===== src/rtl/spnor_pkg.sv =====
// Shared types, opcodes and result-slot codes for the SPI NOR program/erase sequencer.
// Used by every module in rtl/; depends on nothing else.
package spnor_pkg;

  localparam int PAGE_BYTES_DEF   = 256;
  localparam int SECTOR_BYTES_DEF = 4096;
  localparam int ADDRESS_BITS_DEF = 24;
  localparam int QUEUE_DEPTH_DEF  = 4;
  localparam int ADDR_W           = 24;
  localparam int LIMIT_W          = 24;
  localparam logic [LIMIT_W-1:0] POLL_LIMIT_RESET = 24'd1680000;

  localparam logic [7:0] OP_WREN  = 8'h06;
  localparam logic [7:0] OP_PROG  = 8'h02;
  localparam logic [7:0] OP_ERASE = 8'h20;
  localparam logic [7:0] OP_RDSR  = 8'h05;

  localparam logic [1:0] CMD_PROGRAM = 2'd0;
  localparam logic [1:0] CMD_ERASE   = 2'd1;
  localparam logic [1:0] CMD_STATUS  = 2'd2;

  typedef enum logic [1:0] {
    ACT_SELECT   = 2'd0,
    ACT_SEND     = 2'd1,
    ACT_DESELECT = 2'd2,
    ACT_REPORT   = 2'd3
  } action_t;

  typedef enum logic [1:0] {
    RES_OK      = 2'd0,
    RES_TIMEOUT = 2'd1,
    RES_REJECT  = 2'd2,
    RES_ABORT   = 2'd3
  } outcome_t;

  typedef enum logic [2:0] {
    PH_IDLE  = 3'd0,
    PH_DATA  = 3'd1,
    PH_POLL  = 3'd2,
    PH_EPOLL = 3'd3,
    PH_DRAIN = 3'd4
  } phase_t;

  // Fixed order of the result slots that one job can expand into.
  localparam int NUM_SLOTS = 14;
  localparam int SLOT_W    = 4;
  typedef logic [NUM_SLOTS-1:0] slot_mask_t;

  localparam logic [SLOT_W-1:0] SLOT_WE_SEL    = 4'd0;
  localparam logic [SLOT_W-1:0] SLOT_WE_OP     = 4'd1;
  localparam logic [SLOT_W-1:0] SLOT_WE_DESEL  = 4'd2;
  localparam logic [SLOT_W-1:0] SLOT_HDR_SEL   = 4'd3;
  localparam logic [SLOT_W-1:0] SLOT_HDR_OP    = 4'd4;
  localparam logic [SLOT_W-1:0] SLOT_ADDR_HI   = 4'd5;
  localparam logic [SLOT_W-1:0] SLOT_ADDR_MID  = 4'd6;
  localparam logic [SLOT_W-1:0] SLOT_ADDR_LO   = 4'd7;
  localparam logic [SLOT_W-1:0] SLOT_DATA      = 4'd8;
  localparam logic [SLOT_W-1:0] SLOT_POLL_DES  = 4'd9;
  localparam logic [SLOT_W-1:0] SLOT_POLL_SEL  = 4'd10;
  localparam logic [SLOT_W-1:0] SLOT_POLL_OP   = 4'd11;
  localparam logic [SLOT_W-1:0] SLOT_DESEL     = 4'd12;
  localparam logic [SLOT_W-1:0] SLOT_REPORT    = 4'd13;

  typedef struct packed {
    logic [1:0]        command;
    logic [ADDR_W-1:0] address;
    logic [7:0]        data_byte;
    logic              in_last;
  } in_item_t;

  typedef struct packed {
    action_t    action;
    logic [7:0] out_byte;
    outcome_t   outcome;
    logic       end_of_run;
  } out_item_t;

  // One classified item: which groups of results it needs and their payload.
  typedef struct packed {
    logic              we;
    logic              hdr;
    logic              data_en;
    logic              poll;
    logic              desel;
    logic              report;
    logic [7:0]        opcode;
    logic [ADDR_W-1:0] addr;
    logic [7:0]        data_byte;
    outcome_t          outcome;
  } job_t;

  function automatic slot_mask_t job_mask(job_t j);
    slot_mask_t m;
    m = '0;
    m[SLOT_WE_SEL]   = j.we;
    m[SLOT_WE_OP]    = j.we;
    m[SLOT_WE_DESEL] = j.we;
    m[SLOT_HDR_SEL]  = j.hdr;
    m[SLOT_HDR_OP]   = j.hdr;
    m[SLOT_ADDR_HI]  = j.hdr;
    m[SLOT_ADDR_MID] = j.hdr;
    m[SLOT_ADDR_LO]  = j.hdr;
    m[SLOT_DATA]     = j.data_en;
    m[SLOT_POLL_DES] = j.poll;
    m[SLOT_POLL_SEL] = j.poll;
    m[SLOT_POLL_OP]  = j.poll;
    m[SLOT_DESEL]    = j.desel;
    m[SLOT_REPORT]   = j.report;
    return m;
  endfunction

endpackage


===== src/rtl/spnor_front.sv =====
// Front end of the sequencer: takes input items, tracks the program/erase phase
// and pushes one job per item that has results. Depends on spnor_pkg.
module spnor_front #(
  parameter int PAGE_BYTES   = spnor_pkg::PAGE_BYTES_DEF,
  parameter int SECTOR_BYTES = spnor_pkg::SECTOR_BYTES_DEF,
  parameter int ADDRESS_BITS = spnor_pkg::ADDRESS_BITS_DEF
) (
  input  logic                            clk,
  input  logic                            rst_n,
  input  logic                            in_valid,
  input  spnor_pkg::in_item_t             in_data,
  input  logic                            q_full,
  input  logic                            cfg_wr_en,
  input  logic [spnor_pkg::LIMIT_W-1:0]   cfg_wr_data,
  output logic                            push,
  output spnor_pkg::job_t                 push_job
);

  localparam int AW = ADDRESS_BITS;
  // Pages are a power of two in size, so the page offset is the low address bits.
  localparam int PW = $clog2(PAGE_BYTES);
  localparam logic [AW-1:0] SECTOR_C = AW'(SECTOR_BYTES);

  spnor_pkg::phase_t                phase_r, phase_nxt;
  logic [AW-1:0]                    next_address_r, next_address_nxt;
  logic                             chunk_open_r, chunk_open_nxt;
  logic                             done_pending_r, done_pending_nxt;
  logic [spnor_pkg::LIMIT_W-1:0]    polls_left_r, polls_left_nxt;
  logic [spnor_pkg::LIMIT_W-1:0]    poll_limit_r;

  logic                             accept;
  logic [AW-1:0]                    cur_addr;
  logic [AW-1:0]                    addr_inc;
  logic [AW-1:0]                    erase_addr;
  logic                             page_end;
  logic                             chunk_close;
  logic                             open_now;
  logic                             fin;
  logic                             reject;
  logic [spnor_pkg::LIMIT_W-1:0]    poll_init;

  assign accept     = in_valid && !q_full;
  assign cur_addr   = (phase_r == spnor_pkg::PH_IDLE) ? in_data.address[AW-1:0]
                                                      : next_address_r;
  assign addr_inc   = cur_addr + AW'(1);
  assign page_end   = (addr_inc[PW-1:0] == '0);
  assign chunk_close = in_data.in_last || page_end;
  assign open_now   = (phase_r == spnor_pkg::PH_IDLE) ? 1'b0 : chunk_open_r;
  assign erase_addr = in_data.address[AW-1:0] * SECTOR_C;
  assign poll_init  = (poll_limit_r == '0) ? spnor_pkg::LIMIT_W'(1) : poll_limit_r;
  assign fin        = (phase_r == spnor_pkg::PH_EPOLL) || done_pending_r;

  always_comb begin
    phase_nxt        = phase_r;
    next_address_nxt = next_address_r;
    chunk_open_nxt   = chunk_open_r;
    done_pending_nxt = done_pending_r;
    polls_left_nxt   = polls_left_r;
    push_job         = '0;
    push_job.outcome = spnor_pkg::RES_OK;
    reject           = 1'b0;

    case (phase_r)
      spnor_pkg::PH_IDLE, spnor_pkg::PH_DATA: begin
        if (in_data.command == spnor_pkg::CMD_PROGRAM) begin
          push_job.we        = !open_now;
          push_job.hdr       = !open_now;
          push_job.opcode    = spnor_pkg::OP_PROG;
          push_job.addr      = spnor_pkg::ADDR_W'(cur_addr);
          push_job.data_en   = 1'b1;
          push_job.data_byte = in_data.data_byte;
          push_job.poll      = chunk_close;
          next_address_nxt   = addr_inc;
          chunk_open_nxt     = !chunk_close;
          if (chunk_close) begin
            phase_nxt        = spnor_pkg::PH_POLL;
            done_pending_nxt = in_data.in_last;
            polls_left_nxt   = poll_init;
          end else begin
            phase_nxt        = spnor_pkg::PH_DATA;
            done_pending_nxt = (phase_r == spnor_pkg::PH_IDLE) ? 1'b0 : done_pending_r;
          end
        end else if (phase_r == spnor_pkg::PH_IDLE &&
                     in_data.command == spnor_pkg::CMD_ERASE) begin
          push_job.we     = 1'b1;
          push_job.hdr    = 1'b1;
          push_job.opcode = spnor_pkg::OP_ERASE;
          push_job.addr   = spnor_pkg::ADDR_W'(erase_addr);
          push_job.poll   = 1'b1;
          polls_left_nxt  = poll_init;
          phase_nxt       = spnor_pkg::PH_EPOLL;
        end else begin
          reject = 1'b1;
        end
      end
      spnor_pkg::PH_POLL, spnor_pkg::PH_EPOLL: begin
        if (in_data.command == spnor_pkg::CMD_STATUS) begin
          if (!in_data.data_byte[0]) begin
            push_job.desel = 1'b1;
            if (fin) begin
              push_job.report  = 1'b1;
              push_job.outcome = spnor_pkg::RES_OK;
              phase_nxt        = spnor_pkg::PH_IDLE;
              done_pending_nxt = 1'b0;
            end else begin
              phase_nxt = spnor_pkg::PH_DATA;
            end
          end else if (polls_left_r <= spnor_pkg::LIMIT_W'(1)) begin
            polls_left_nxt   = '0;
            push_job.desel   = 1'b1;
            push_job.report  = 1'b1;
            push_job.outcome = spnor_pkg::RES_TIMEOUT;
            if (fin) begin
              phase_nxt        = spnor_pkg::PH_IDLE;
              done_pending_nxt = 1'b0;
            end else begin
              phase_nxt = spnor_pkg::PH_DRAIN;
            end
          end else begin
            polls_left_nxt = polls_left_r - spnor_pkg::LIMIT_W'(1);
          end
        end else begin
          reject = 1'b1;
        end
      end
      spnor_pkg::PH_DRAIN: begin
        if (in_data.command == spnor_pkg::CMD_PROGRAM) begin
          if (in_data.in_last) begin
            push_job.report  = 1'b1;
            push_job.outcome = spnor_pkg::RES_ABORT;
            phase_nxt        = spnor_pkg::PH_IDLE;
            done_pending_nxt = 1'b0;
          end
        end else begin
          reject = 1'b1;
        end
      end
      default: begin
        reject = 1'b1;
      end
    endcase

    // A rejected item reports once and leaves the state as it was.
    if (reject) begin
      push_job         = '0;
      push_job.report  = 1'b1;
      push_job.outcome = spnor_pkg::RES_REJECT;
      phase_nxt        = phase_r;
      next_address_nxt = next_address_r;
      chunk_open_nxt   = chunk_open_r;
      done_pending_nxt = done_pending_r;
      polls_left_nxt   = polls_left_r;
    end
  end

  assign push = accept && (spnor_pkg::job_mask(push_job) != '0);

  always_ff @(posedge clk) begin
    if (!rst_n) begin
      phase_r        <= spnor_pkg::PH_IDLE;
      next_address_r <= '0;
      chunk_open_r   <= 1'b0;
      done_pending_r <= 1'b0;
      polls_left_r   <= '0;
    end else if (accept) begin
      phase_r        <= phase_nxt;
      next_address_r <= next_address_nxt;
      chunk_open_r   <= chunk_open_nxt;
      done_pending_r <= done_pending_nxt;
      polls_left_r   <= polls_left_nxt;
    end
  end

  always_ff @(posedge clk) begin
    if (!rst_n) begin
      poll_limit_r <= spnor_pkg::POLL_LIMIT_RESET;
    end else if (cfg_wr_en) begin
      poll_limit_r <= cfg_wr_data;
    end
  end

endmodule


===== src/rtl/spnor_queue.sv =====
// Small job queue between the front end and the result expander.
// Register based, first in first out. Depends on spnor_pkg.
module spnor_queue #(
  parameter int QUEUE_DEPTH = spnor_pkg::QUEUE_DEPTH_DEF
) (
  input  logic             clk,
  input  logic             rst_n,
  input  logic             push,
  input  spnor_pkg::job_t  push_job,
  input  logic             pop,
  output spnor_pkg::job_t  head,
  output logic             not_empty,
  output logic             full
);

  localparam int PW = $clog2(QUEUE_DEPTH);
  localparam int CW = $clog2(QUEUE_DEPTH + 1);

  spnor_pkg::job_t  mem_r [QUEUE_DEPTH];
  logic [PW-1:0]    wr_ptr_r, wr_ptr_nxt;
  logic [PW-1:0]    rd_ptr_r, rd_ptr_nxt;
  logic [CW-1:0]    count_r, count_nxt;
  logic             do_push;
  logic             do_pop;

  assign full      = (count_r == CW'(QUEUE_DEPTH));
  assign not_empty = (count_r != '0);
  assign head      = mem_r[rd_ptr_r];
  assign do_push   = push && !full;
  assign do_pop    = pop && not_empty;

  always_comb begin
    wr_ptr_nxt = wr_ptr_r;
    rd_ptr_nxt = rd_ptr_r;
    count_nxt  = count_r;
    if (do_push) begin
      wr_ptr_nxt = (wr_ptr_r == PW'(QUEUE_DEPTH - 1)) ? '0 : wr_ptr_r + PW'(1);
    end
    if (do_pop) begin
      rd_ptr_nxt = (rd_ptr_r == PW'(QUEUE_DEPTH - 1)) ? '0 : rd_ptr_r + PW'(1);
    end
    if (do_push && !do_pop) begin
      count_nxt = count_r + CW'(1);
    end else if (do_pop && !do_push) begin
      count_nxt = count_r - CW'(1);
    end
  end

  always_ff @(posedge clk) begin
    if (!rst_n) begin
      wr_ptr_r <= '0;
      rd_ptr_r <= '0;
      count_r  <= '0;
    end else begin
      wr_ptr_r <= wr_ptr_nxt;
      rd_ptr_r <= rd_ptr_nxt;
      count_r  <= count_nxt;
    end
  end

  always_ff @(posedge clk) begin
    if (do_push) begin
      mem_r[wr_ptr_r] <= push_job;
    end
  end

endmodule


===== src/rtl/spnor_back.sv =====
// Result expander: walks the slots of each job in order, one result per cycle while the
// output is not stalled, into the output register. Depends on spnor_pkg.
module spnor_back (
  input  logic                  clk,
  input  logic                  rst_n,
  input  spnor_pkg::job_t       head,
  input  logic                  not_empty,
  output logic                  pop,
  input  logic                  out_stall,
  output logic                  out_valid,
  output spnor_pkg::out_item_t  out_data
);

  spnor_pkg::job_t        job_r, job_nxt;
  spnor_pkg::slot_mask_t  mask_r, mask_nxt;
  spnor_pkg::slot_mask_t  eff_mask;
  spnor_pkg::slot_mask_t  rem_mask;
  spnor_pkg::job_t        cur_job;
  logic [spnor_pkg::SLOT_W-1:0] slot;
  logic                   out_free;
  logic                   have_work;
  logic                   out_valid_r;
  spnor_pkg::out_item_t   out_data_r, item;

  assign out_free  = !out_valid_r || !out_stall;
  assign have_work = (mask_r != '0) || not_empty;
  assign pop       = out_free && (mask_r == '0) && not_empty;
  assign cur_job   = (mask_r != '0) ? job_r : head;
  assign eff_mask  = (mask_r != '0) ? mask_r : spnor_pkg::job_mask(head);

  // Lowest pending slot goes out first.
  always_comb begin
    slot = '0;
    for (int i = spnor_pkg::NUM_SLOTS - 1; i >= 0; i--) begin
      if (eff_mask[i]) begin
        slot = spnor_pkg::SLOT_W'(i);
      end
    end
  end

  always_comb begin
    rem_mask       = eff_mask;
    rem_mask[slot] = 1'b0;
  end

  always_comb begin
    item            = '0;
    item.action     = spnor_pkg::ACT_SEND;
    item.outcome    = spnor_pkg::RES_OK;
    item.end_of_run = (rem_mask == '0);
    case (slot)
      spnor_pkg::SLOT_WE_SEL,
      spnor_pkg::SLOT_HDR_SEL,
      spnor_pkg::SLOT_POLL_SEL: item.action   = spnor_pkg::ACT_SELECT;
      spnor_pkg::SLOT_WE_DESEL,
      spnor_pkg::SLOT_POLL_DES,
      spnor_pkg::SLOT_DESEL:    item.action   = spnor_pkg::ACT_DESELECT;
      spnor_pkg::SLOT_WE_OP:    item.out_byte = spnor_pkg::OP_WREN;
      spnor_pkg::SLOT_HDR_OP:   item.out_byte = cur_job.opcode;
      spnor_pkg::SLOT_ADDR_HI:  item.out_byte = cur_job.addr[23:16];
      spnor_pkg::SLOT_ADDR_MID: item.out_byte = cur_job.addr[15:8];
      spnor_pkg::SLOT_ADDR_LO:  item.out_byte = cur_job.addr[7:0];
      spnor_pkg::SLOT_DATA:     item.out_byte = cur_job.data_byte;
      spnor_pkg::SLOT_POLL_OP:  item.out_byte = spnor_pkg::OP_RDSR;
      spnor_pkg::SLOT_REPORT: begin
        item.action  = spnor_pkg::ACT_REPORT;
        item.outcome = cur_job.outcome;
      end
      default: item.action = spnor_pkg::ACT_REPORT;
    endcase
  end

  always_comb begin
    mask_nxt = mask_r;
    job_nxt  = job_r;
    if (out_free && have_work) begin
      mask_nxt = rem_mask;
      job_nxt  = cur_job;
    end
  end

  always_ff @(posedge clk) begin
    if (!rst_n) begin
      mask_r      <= '0;
      out_valid_r <= 1'b0;
    end else begin
      mask_r <= mask_nxt;
      if (out_free) begin
        out_valid_r <= have_work;
      end
    end
  end

  always_ff @(posedge clk) begin
    job_r <= job_nxt;
    if (out_free && have_work) begin
      out_data_r <= item;
    end
  end

  assign out_valid = out_valid_r;
  assign out_data  = out_data_r;

endmodule


===== src/rtl/spi_nor_program_erase_sequencer_unit.sv =====
// SPI NOR program/erase sequencer, top level: front end, job queue, result expander.
// Depends on spnor_pkg, spnor_front, spnor_queue and spnor_back.
// The first result of an accepted item passes through the job queue register and then
// the output register. Throughput: one result per cycle while out_stall is low, set by
// the expander; an item holds the expander until all of its results are out, and a data
// byte in mid-page has one result and a chunk start up to twelve. Input is taken every
// cycle while the job queue has room. Synchronous reset clears all control state and
// loads poll_limit with 1680000.
module spi_nor_program_erase_sequencer_unit #(
  parameter int PAGE_BYTES   = spnor_pkg::PAGE_BYTES_DEF,
  parameter int SECTOR_BYTES = spnor_pkg::SECTOR_BYTES_DEF,
  parameter int ADDRESS_BITS = spnor_pkg::ADDRESS_BITS_DEF,
  parameter int QUEUE_DEPTH  = spnor_pkg::QUEUE_DEPTH_DEF
) (
  input  logic                           clk,
  input  logic                           rst_n,
  input  logic                           in_valid,
  output logic                           in_stall,
  input  spnor_pkg::in_item_t            in_data,
  output logic                           out_valid,
  input  logic                           out_stall,
  output spnor_pkg::out_item_t           out_data,
  input  logic                           cfg_wr_en,
  input  logic [spnor_pkg::LIMIT_W-1:0]  cfg_wr_data
);

  // The front end classifies each transfer against the current phase and turns it
  // into at most one job; status bytes that only count down the poll budget and
  // dropped bytes of an aborted run produce no job at all.
  logic             push;
  spnor_pkg::job_t  push_job;
  logic             q_full;
  logic             q_not_empty;
  logic             pop;
  spnor_pkg::job_t  head;

  // The queue is the only back pressure on the input side, so a result waiting
  // in the output register never blocks the next transfer by itself.
  assign in_stall = q_full;

  spnor_front #(
    .PAGE_BYTES   (PAGE_BYTES),
    .SECTOR_BYTES (SECTOR_BYTES),
    .ADDRESS_BITS (ADDRESS_BITS)
  ) u_front (
    .clk         (clk),
    .rst_n       (rst_n),
    .in_valid    (in_valid),
    .in_data     (in_data),
    .q_full      (q_full),
    .cfg_wr_en   (cfg_wr_en),
    .cfg_wr_data (cfg_wr_data),
    .push        (push),
    .push_job    (push_job)
  );

  spnor_queue #(
    .QUEUE_DEPTH (QUEUE_DEPTH)
  ) u_queue (
    .clk       (clk),
    .rst_n     (rst_n),
    .push      (push),
    .push_job  (push_job),
    .pop       (pop),
    .head      (head),
    .not_empty (q_not_empty),
    .full      (q_full)
  );

  // The expander walks the job's slots in flash order: write enable, command
  // header with address, data byte, status poll start, deselect and report.
  spnor_back u_back (
    .clk       (clk),
    .rst_n     (rst_n),
    .head      (head),
    .not_empty (q_not_empty),
    .pop       (pop),
    .out_stall (out_stall),
    .out_valid (out_valid),
    .out_data  (out_data)
  );

endmodule

===== config.mk =====
export PLATFORM = sky130hd
export DESIGN_NAME = spi_nor_program_erase_sequencer_unit
export DESIGN_NICKNAME = d
export VERILOG_FILES = /design/src/rtl/spnor_pkg.sv /design/src/rtl/spnor_front.sv /design/src/rtl/spnor_queue.sv /design/src/rtl/spnor_back.sv /design/src/rtl/spi_nor_program_erase_sequencer_unit.sv
export SDC_FILE = /design/constraint.sdc
export NUM_CORES = 1
export LEC_CHECK = 0
export BUFFER_PORTS_ARGS = -buffer_cell sky130_fd_sc_hd__buf_2
export CAP_MARGIN = 30
export CORE_ASPECT_RATIO = 2
export CORE_MARGIN = 8
export CORE_UTILIZATION = 25
export CTS_CLUSTER_DIAMETER = 30
export CTS_CLUSTER_SIZE = 12
export DETAILED_ROUTE_END_ITERATION = 12
export GPL_TIMING_DRIVEN = 0
export PLACE_DENSITY_LB_ADDON = 0.15
export SYNTH_ARGS = -nofsm -noshare
export SYNTH_HDL_FRONTEND = slang
export SYNTH_HIERARCHICAL = 1
export SYNTH_SLANG_ARGS = --single-unit

===== constraint.sdc =====
create_clock -name clk -period 5.17 [get_ports clk]
set_input_delay 0.517 -clock clk [delete_from_list [all_inputs] [get_ports clk]]
set_output_delay 0.517 -clock clk [all_outputs]
set_load 0.03 [all_outputs]

### After elaboration in Yosys (flattened, before gate mapping)

Memory sizes are Yosys's and may differ from the RTL's. A register that Yosys moved wholly into a read port is not among the register bits.
Cells that the tools add are included.

| operators by class | value |
|---|---|
| add/subtract/negate cells | 6 |
| magnitude comparators | 3 |
| eq/ne operators | 31 |
| muxes and demuxes | 89 |
| bitwise gates (word level) | 3 |
| reduce and logical (&&, ||, !) cells | 44 |

Operator list:

| cell | count |
|---|---|
| 2-to-1 mux 24 bit | 8 |
| 2-to-1 mux 4 bit | 15 |
| one-hot mux 8 bit (7 select lines) | 1 |
| 2-to-1 mux 48 bit | 1 |
| one-hot mux 24 bit (2 select lines) | 1 |
| 2-to-1 mux 42 bit | 1 |
| 2-to-1 mux 40 bit | 1 |
| 2-to-1 mux 32 bit | 1 |
| 2-to-1 mux 3 bit | 10 |
| 2-to-1 mux 30 bit | 1 |
| zero test 14 bit | 2 |
| 2-to-1 mux 2 bit | 14 |
| nonzero test 14 bit | 2 |
| 2-to-1 mux 1 bit | 26 |
| adder 24 x 1 -> 24 bit, second input constant | 1 |
| equality test 4 bit, second input constant | 6 |
| <= comparator 24 x 1 -> 1 bit, second input constant | 1 |
| zero test 24 bit | 1 |
| subtractor 24 x 1 -> 24 bit, second input constant | 1 |
| equality test 4 x 3 -> 1 bit, second input constant | 4 |
| bitwise AND 14 bit | 1 |
| 2-to-1 mux 14 bit | 1 |
| NOT 14 bit | 1 |
| logical AND 1 bit | 11 |
| 39 further kinds | 64 |

| word-level totals | value |
|---|---|
| bits in registers | 154 |
| memory bits (writable) | 192 |
| input bits | 64 |
| output and inout bits | 15 |
| logic and storage cells | 196 |
| memories kept | 1 |

Memory list:

| name | depth | width | read ports | clocked after Yosys merged registers in | wr ports | RTL line | source |
|---|---|---|---|---|---|---|---|
| u_queue.mem_r | 4 | 48 | 1 | 1 | 1 | spnor_queue.sv:19 | `spnor_pkg::job_t mem_r [QUEUE_DEPTH];` |

### Depth between registers and ports, before layout

| depth | value |
|---|---|
| depth after elaboration | 23 |
| gate-level depth with buffers | 18 |
| mapped depth without buffers | 16 |

### By module

Netlist, hierarchy kept.

Modules (own cells, without submodules):

| module | times used | cells an instance | area an instance (µm²) | seq. area each (µm²) |
|---|---|---|---|---|
| spnor_queue | 1 | 301 | 7394.6 | 5945.7 |
| spnor_front | 1 | 708 | 5141.2 | 1541.5 |
| spnor_back | 1 | 385 | 3773.6 | 1951.9 |

### Least setup slack after synthesis

No wires, ideal clock.

| timing path | value |
|---|---|
| kind | register to register |
| start | reg u_front/polls_left_r[4] in the netlist's numbering |
| end | mem u_queue/mem_r[0][0] in the netlist's numbering (enable) |
| setup time | 410 ps |
| data arrival time | 3770 ps |
| data required time | 4760 ps |
| path slack | 989 ps |
| stages on the path, launching flop included | 13 |
| path buffers | 3 |
| period minus slack after synthesis | 4181 ps |
| cells stage by stage | dfxtp_1 > buf_6 > or4_4 > or4_4 > or3_1 > buf_2 > nand2_1 > nand2_1 > inv_1 > o31a_1 > nor2b_1 > buf_2 > and2_1 |

RTL lines:

| element | RTL line | source |
|---|---|---|
| from (decl) | spnor_front.sv:28 | `logic [spnor_pkg::LIMIT_W-1:0] polls_left_r, polls_left_nxt;` |
| from (signal assigned) | spnor_front.sv:170 | `polls_left_r <= polls_left_nxt;` |
| to (decl) | spnor_queue.sv:19 |  |

### Final worst setup path

| timing path | value |
|---|---|
| start | reg u_front.phase_r[1] |
| end | reg u_front/polls_left_r[21] in the netlist's numbering |

| between the ends | value |
|---|---|
| cells in the longest elaborated chain, start to end | 7 |
| elaborated cells on any way between the ends | 23 |
| those cells by class | add/sub (1); eq/ne (8); mux (5); bitwise (1); reduce/logical (8) |

RTL lines:

| element | RTL line | source |
|---|---|---|
| from (decl) | spnor_front.sv:24 | `spnor_pkg::phase_t phase_r, phase_nxt;` |
| from (signal assigned) | spnor_front.sv:160 | `phase_r <= spnor_pkg::PH_IDLE;` |
| from (signal assigned) | spnor_front.sv:166 | `phase_r <= phase_nxt;` |
| zero test 3 bit | spnor_front.sv:43, spnor_front.sv:63, spnor_front.sv:83 |  |
| 2-to-1 mux 24 bit or logical AND 1 bit (tied branches) | spnor_front.sv:43, spnor_front.sv:83 |  |
| adder 24 x 1 -> 24 bit or 2-to-1 mux 1 bit (tied branches) | spnor_front.sv:45, spnor_front.sv:83 |  |
| zero test 8 bit or 2-to-1 mux 1 bit (tied branches) | spnor_front.sv:46, spnor_front.sv:65 |  |
| logical OR 1 bit or one-hot mux 1 bit (3 select lines) (tied branches) | spnor_front.sv:47, spnor_front.sv:63 |  |
| != test 3 x 2 -> 1 bit (no line) or NOT 1 bit (tied branches) | -- |  |
| AND reduction 7 bit (no line) | -- |  |

Several ways; a longest one is shown, not always the timed one.
A chain may end at the register's enable or synchronous reset.

==> metrics.md <==
| Metric | Value |
|---|---|
| Largest net degree at the start of global routing | `just under 50` |
| Hold Crit Depth | `3` |
| Register area share after synthesis | `between 50% and 60%` |
| Post-DR wirelength/cell | `21.7 um` |
| Ports | `just under 80` |
| Tot GR Track Use | `between 10% and 20%` |
| Placed cell area | `0.0179 mm2` |
| Max cap viols | `0` |
| Crit path launch type | `flop` |
| Clock sink count | `between 300 and 400` |
| CP Cell Sequence | `nor3_2, clkbuf_2, clkbuf_2, mux2i_1, inv_1, ha_1, a21boi_1, o2111a_1, o41ai_2, clkbuf_1, o21ai_0, a21oi_1` |
| Largest stage delay on the critical path | `approximately 790 ps` |
| Synth unique cells | `84` |
| Antenna violations before repair | `3` |
| Final Cell Area | `around 0.020 mm2` |
| FILL cells | `6729` |
| Vias/cell | `around 4.8` |
| Outcome | `finished, final reports clean` |
| Reg2reg path depth | `12` |
| Post-Syn Instances | `1394` |
| Leakage | `between 7 and 8 nW` |
| Clock Root Buffer | `clkbuf_16` |
| Final ANT Viol Nets | `0` |
| Most used DFF post-synth | `edfxtp_1` |
| Max VDD drop | `between 400 and 500 uV` |
| Crit Path Max Fanout | `19` |
| Asr flop ratio synth | `0%` |
| Die Ht | `377 um` |
| #FFs+latches synth | `approximately 350` |
| Data arrival time of the critical path | `5320 ps` |
| Multi-input gate area | `0.00639 mm2` |
| Total grt overflow | `0` |
| Final WL | `53.8 mm` |
| Final Cycle Share | `between 90% and 100%` |
| Die width | `roughly 200 um` |
| Yosys warns | `6` |
| Synthesized area per cell | `11.7 um2` |
| Unrepaired setup endpoints after global routing | `false` |
| Row count | `roughly 130` |
| Post-DP HPWL | `about 40 mm` |
| H-Tree Level Count | `3` |
| Most used cell along the critical path | `clkbuf_2` |
| TritonCTS clock tree | `built` |
| Final Slew Violations | `0` |
| Vias | `about 12000` |
| Layout cell share with drive strength beyond 1 | `20.3%` |
| Global-route wire length before repair | `about 80 mm` |
| Final count of hold timing violations | `0` |
| Peak Freq | `between 200 and 250 MHz` |
| PwrDens | `a little over 800 mW/mm2` |
| Worst-Skew Late Latency | `approximately 590 ps` |
| Worst-path clk slew | `50 ps` |
| Clock skew | `approximately 23 ps` |
| Hold Crit Class | `input pin to flop` |
| PortBufs | `74` |
| Die area | `between 0.07 and 0.08 mm2` |
| First-pass DRT Iterations | `4` |
| Post-route minimum period | `around 4800 ps` |
| Transition time of the tightest slew-check pin | `between 1000 and 1500 ps` |
| Commonest non-fill, non-tap cell in the layout | `edfxtp_1` |
| DRC | `0` |
| PnR worst setup slack | `352 ps` |
| Setup TNS | `0 ps` |
| Worst slew margin | `between 20% and 30%` |
| CTS Buf Count | `69` |
| Worst path slowest cell | `o41ai_2` |
| Critical path buffer and inverter count | `4` |
| Reg area | `about 0.0094 mm2` |
| Pre-CTS setup slack | `-262 ps` |
| EDFF count, synth | `247` |
| Crit path max-delay family | `compound AO/OA/AOI/OAI gates` |
| Cell area after synthesis | `0.0163 mm2` |
| Vias in the first global route | `approximately 13000` |
| Area delta synth->final | `24.0%` |
| Setup CP Type | `flop to flop` |
| Final RePlAce weighted congestion | `0.918` |
| Hold_buf cts | `0` |
| Final setup fails | `0` |
| Iter 0 DRT Violations | `approximately 670` |
| Nets@finish | `around 1600` |
| Antenna cells | `0` |
| CP endpoint kind | `flop` |
| Initial core utilization | `roughly a quarter` |
| Most frequent cells in the layout | `edfxtp_1 (247), nand2_1 (221), dfxtp_1 (101)` |
| WP depth | `12` |
| Clock Tree Buf Depth | `3` |
| Core Area | `approximately 0.065 mm2` |
| Req. time, crit path | `roughly 5700 ps` |
-- Yosys cell counts, types with 8 or more instances --
library cell | number | area, um2
xnor2_1 | 14 | 123
nor2b_1 | 12 | 75.1
buf_2 | 11 | 55.1
xor2_1 | 9 | 78.8
clkbuf_1 | 57 | 214
buf_6 | 8 | 90.1
and3_1 | 11 | 68.8
mux2i_1 | 52 | 521
mux2_2 | 18 | 203
mux4_2 | 48 | 1080
a211oi_1 | 10 | 75.1
nor3_1 | 23 | 115
o21ai_0 | 75 | 375
nor4_1 | 15 | 93.8
o31ai_1 | 10 | 75.1
nand4_1 | 28 | 175
nand2_1 | 221 | 830
or3_1 | 11 | 68.8
dfxtp_1 | 101 | 2020
nor2_1 | 99 | 372
inv_1 | 17 | 63.8
and2_1 | 20 | 125
a21oi_1 | 71 | 355
ha_1 | 9 | 113
a31oi_1 | 17 | 106
nand2b_1 | 8 | 50.1
edfxtp_1 | 247 | 7420
nand3_1 | 41 | 205
buf_4 | 11 | 82.6
-- worst reg2reg max path, cell delays in order, from the launching register on --
cell      delay, ps
dfxtp_1         350
nor3_2          480
clkbuf_2        410
clkbuf_2        520
mux2i_1         440
inv_1            80
ha_1            250
a21boi_1        220
o2111a_1        300
o41ai_2         790
clkbuf_1        570
o21ai_0         190
a21oi_1         150
-- cell families after synthesis --
logic type | synth area share, %
muxes | 11.1
buffers and inverters | 3.17
and+or+nand+nor | 15.4
AOI/OAI and AO/OA | 10.4
other | 0.0230
DFF | 57.9
adders and majority gates | 0.875
xor gates and xnor gates | 1.24
-- sequential cells by signal (all words and copies together), names as in the netlist, 3 cells and up, named ones only --
| register | flops |
|---|---|
| u_queue/mem_r | 192 |
| u_back/job_r | 42 |
| u_front/next_address_r | 24 |
| u_front/poll_limit_r | 24 |
| u_front/polls_left_r | 24 |
| u_back/mask_r | 14 |
| u_back/out_data | 13 |
| u_front/phase_r | 3 |
| u_queue/count_r | 3 |
-- final timing paths --
path / start / to / slack, ps
worst max-delay path: u_front/phase_r[1]$_SDFFE_PN0P_ / u_front/polls_left_r[21]$_SDFFE_PN0P_ / 350
worst min-delay path: cfg_wr_data[9] / u_front/poll_limit_r[9]$_SDFFE_PN1P_ / 140
worst max register to register: u_front/phase_r[1]$_SDFFE_PN0P_ / u_front/polls_left_r[21]$_SDFFE_PN0P_ / 350
worst min register to register: u_front/next_address_r[22]$_SDFFE_PN0P_ / u_front/next_address_r[22]$_SDFFE_PN0P_ / 450
-- timing repair --
action / in CTS / in global routing
endpoints found under the setup margin: 25 / 2
resized for setup: 3 / 2
setup buffers: 0 / 0
pin swaps: 0 / 0
-- final cells by class --
type | instances | share of cell area (%)
clock inverter | 50 | 2.81
inverter | 18 | 0.340
clock buffer | 78 | 8.86
tap | 871 | 5.39
multi-input combinational | 944 | 31.6
buffer | 88 | 2.22
timing repair buffer | 81 | 2.12
sequential | 348 | 46.7
-- metal layers --
metal,vias to the layer above,GRT usage [%],wire [um]
li1,5580,-,-
met1,5882,13.6,19000
met2,312,28.7,30100
met3,138,2.41,1860
met4,0,8.39,2860
met5,-,0,0
-- report_power, final --
| group | total [mW] | internal, mW | switching (mW) |
|---|---|---|---|
| logic | 7.57 | 2.46 | 5.10 |
| clock network | 4.49 | 2.90 | 1.59 |
| registers | 4.40 | 4.12 | 0.286 |
| total | 16.5 | 9.48 | 6.98 |
-- metrics by stage --
stage          cells  hold WS (ps)  utilization (%)  power [mW]
2_1_floorplan   1399           431                -        9.44
3_3_place_gp    2344           438             27.5        12.0
3_5_place_dp    2351           449             27.6        12.1
4_1_cts         2479          99.5             31.2        16.7
5_1_grt         2478           123             31.2        17.4
6_report        2478           145             31.2        16.5
Power figures use the tool's default switching activity.
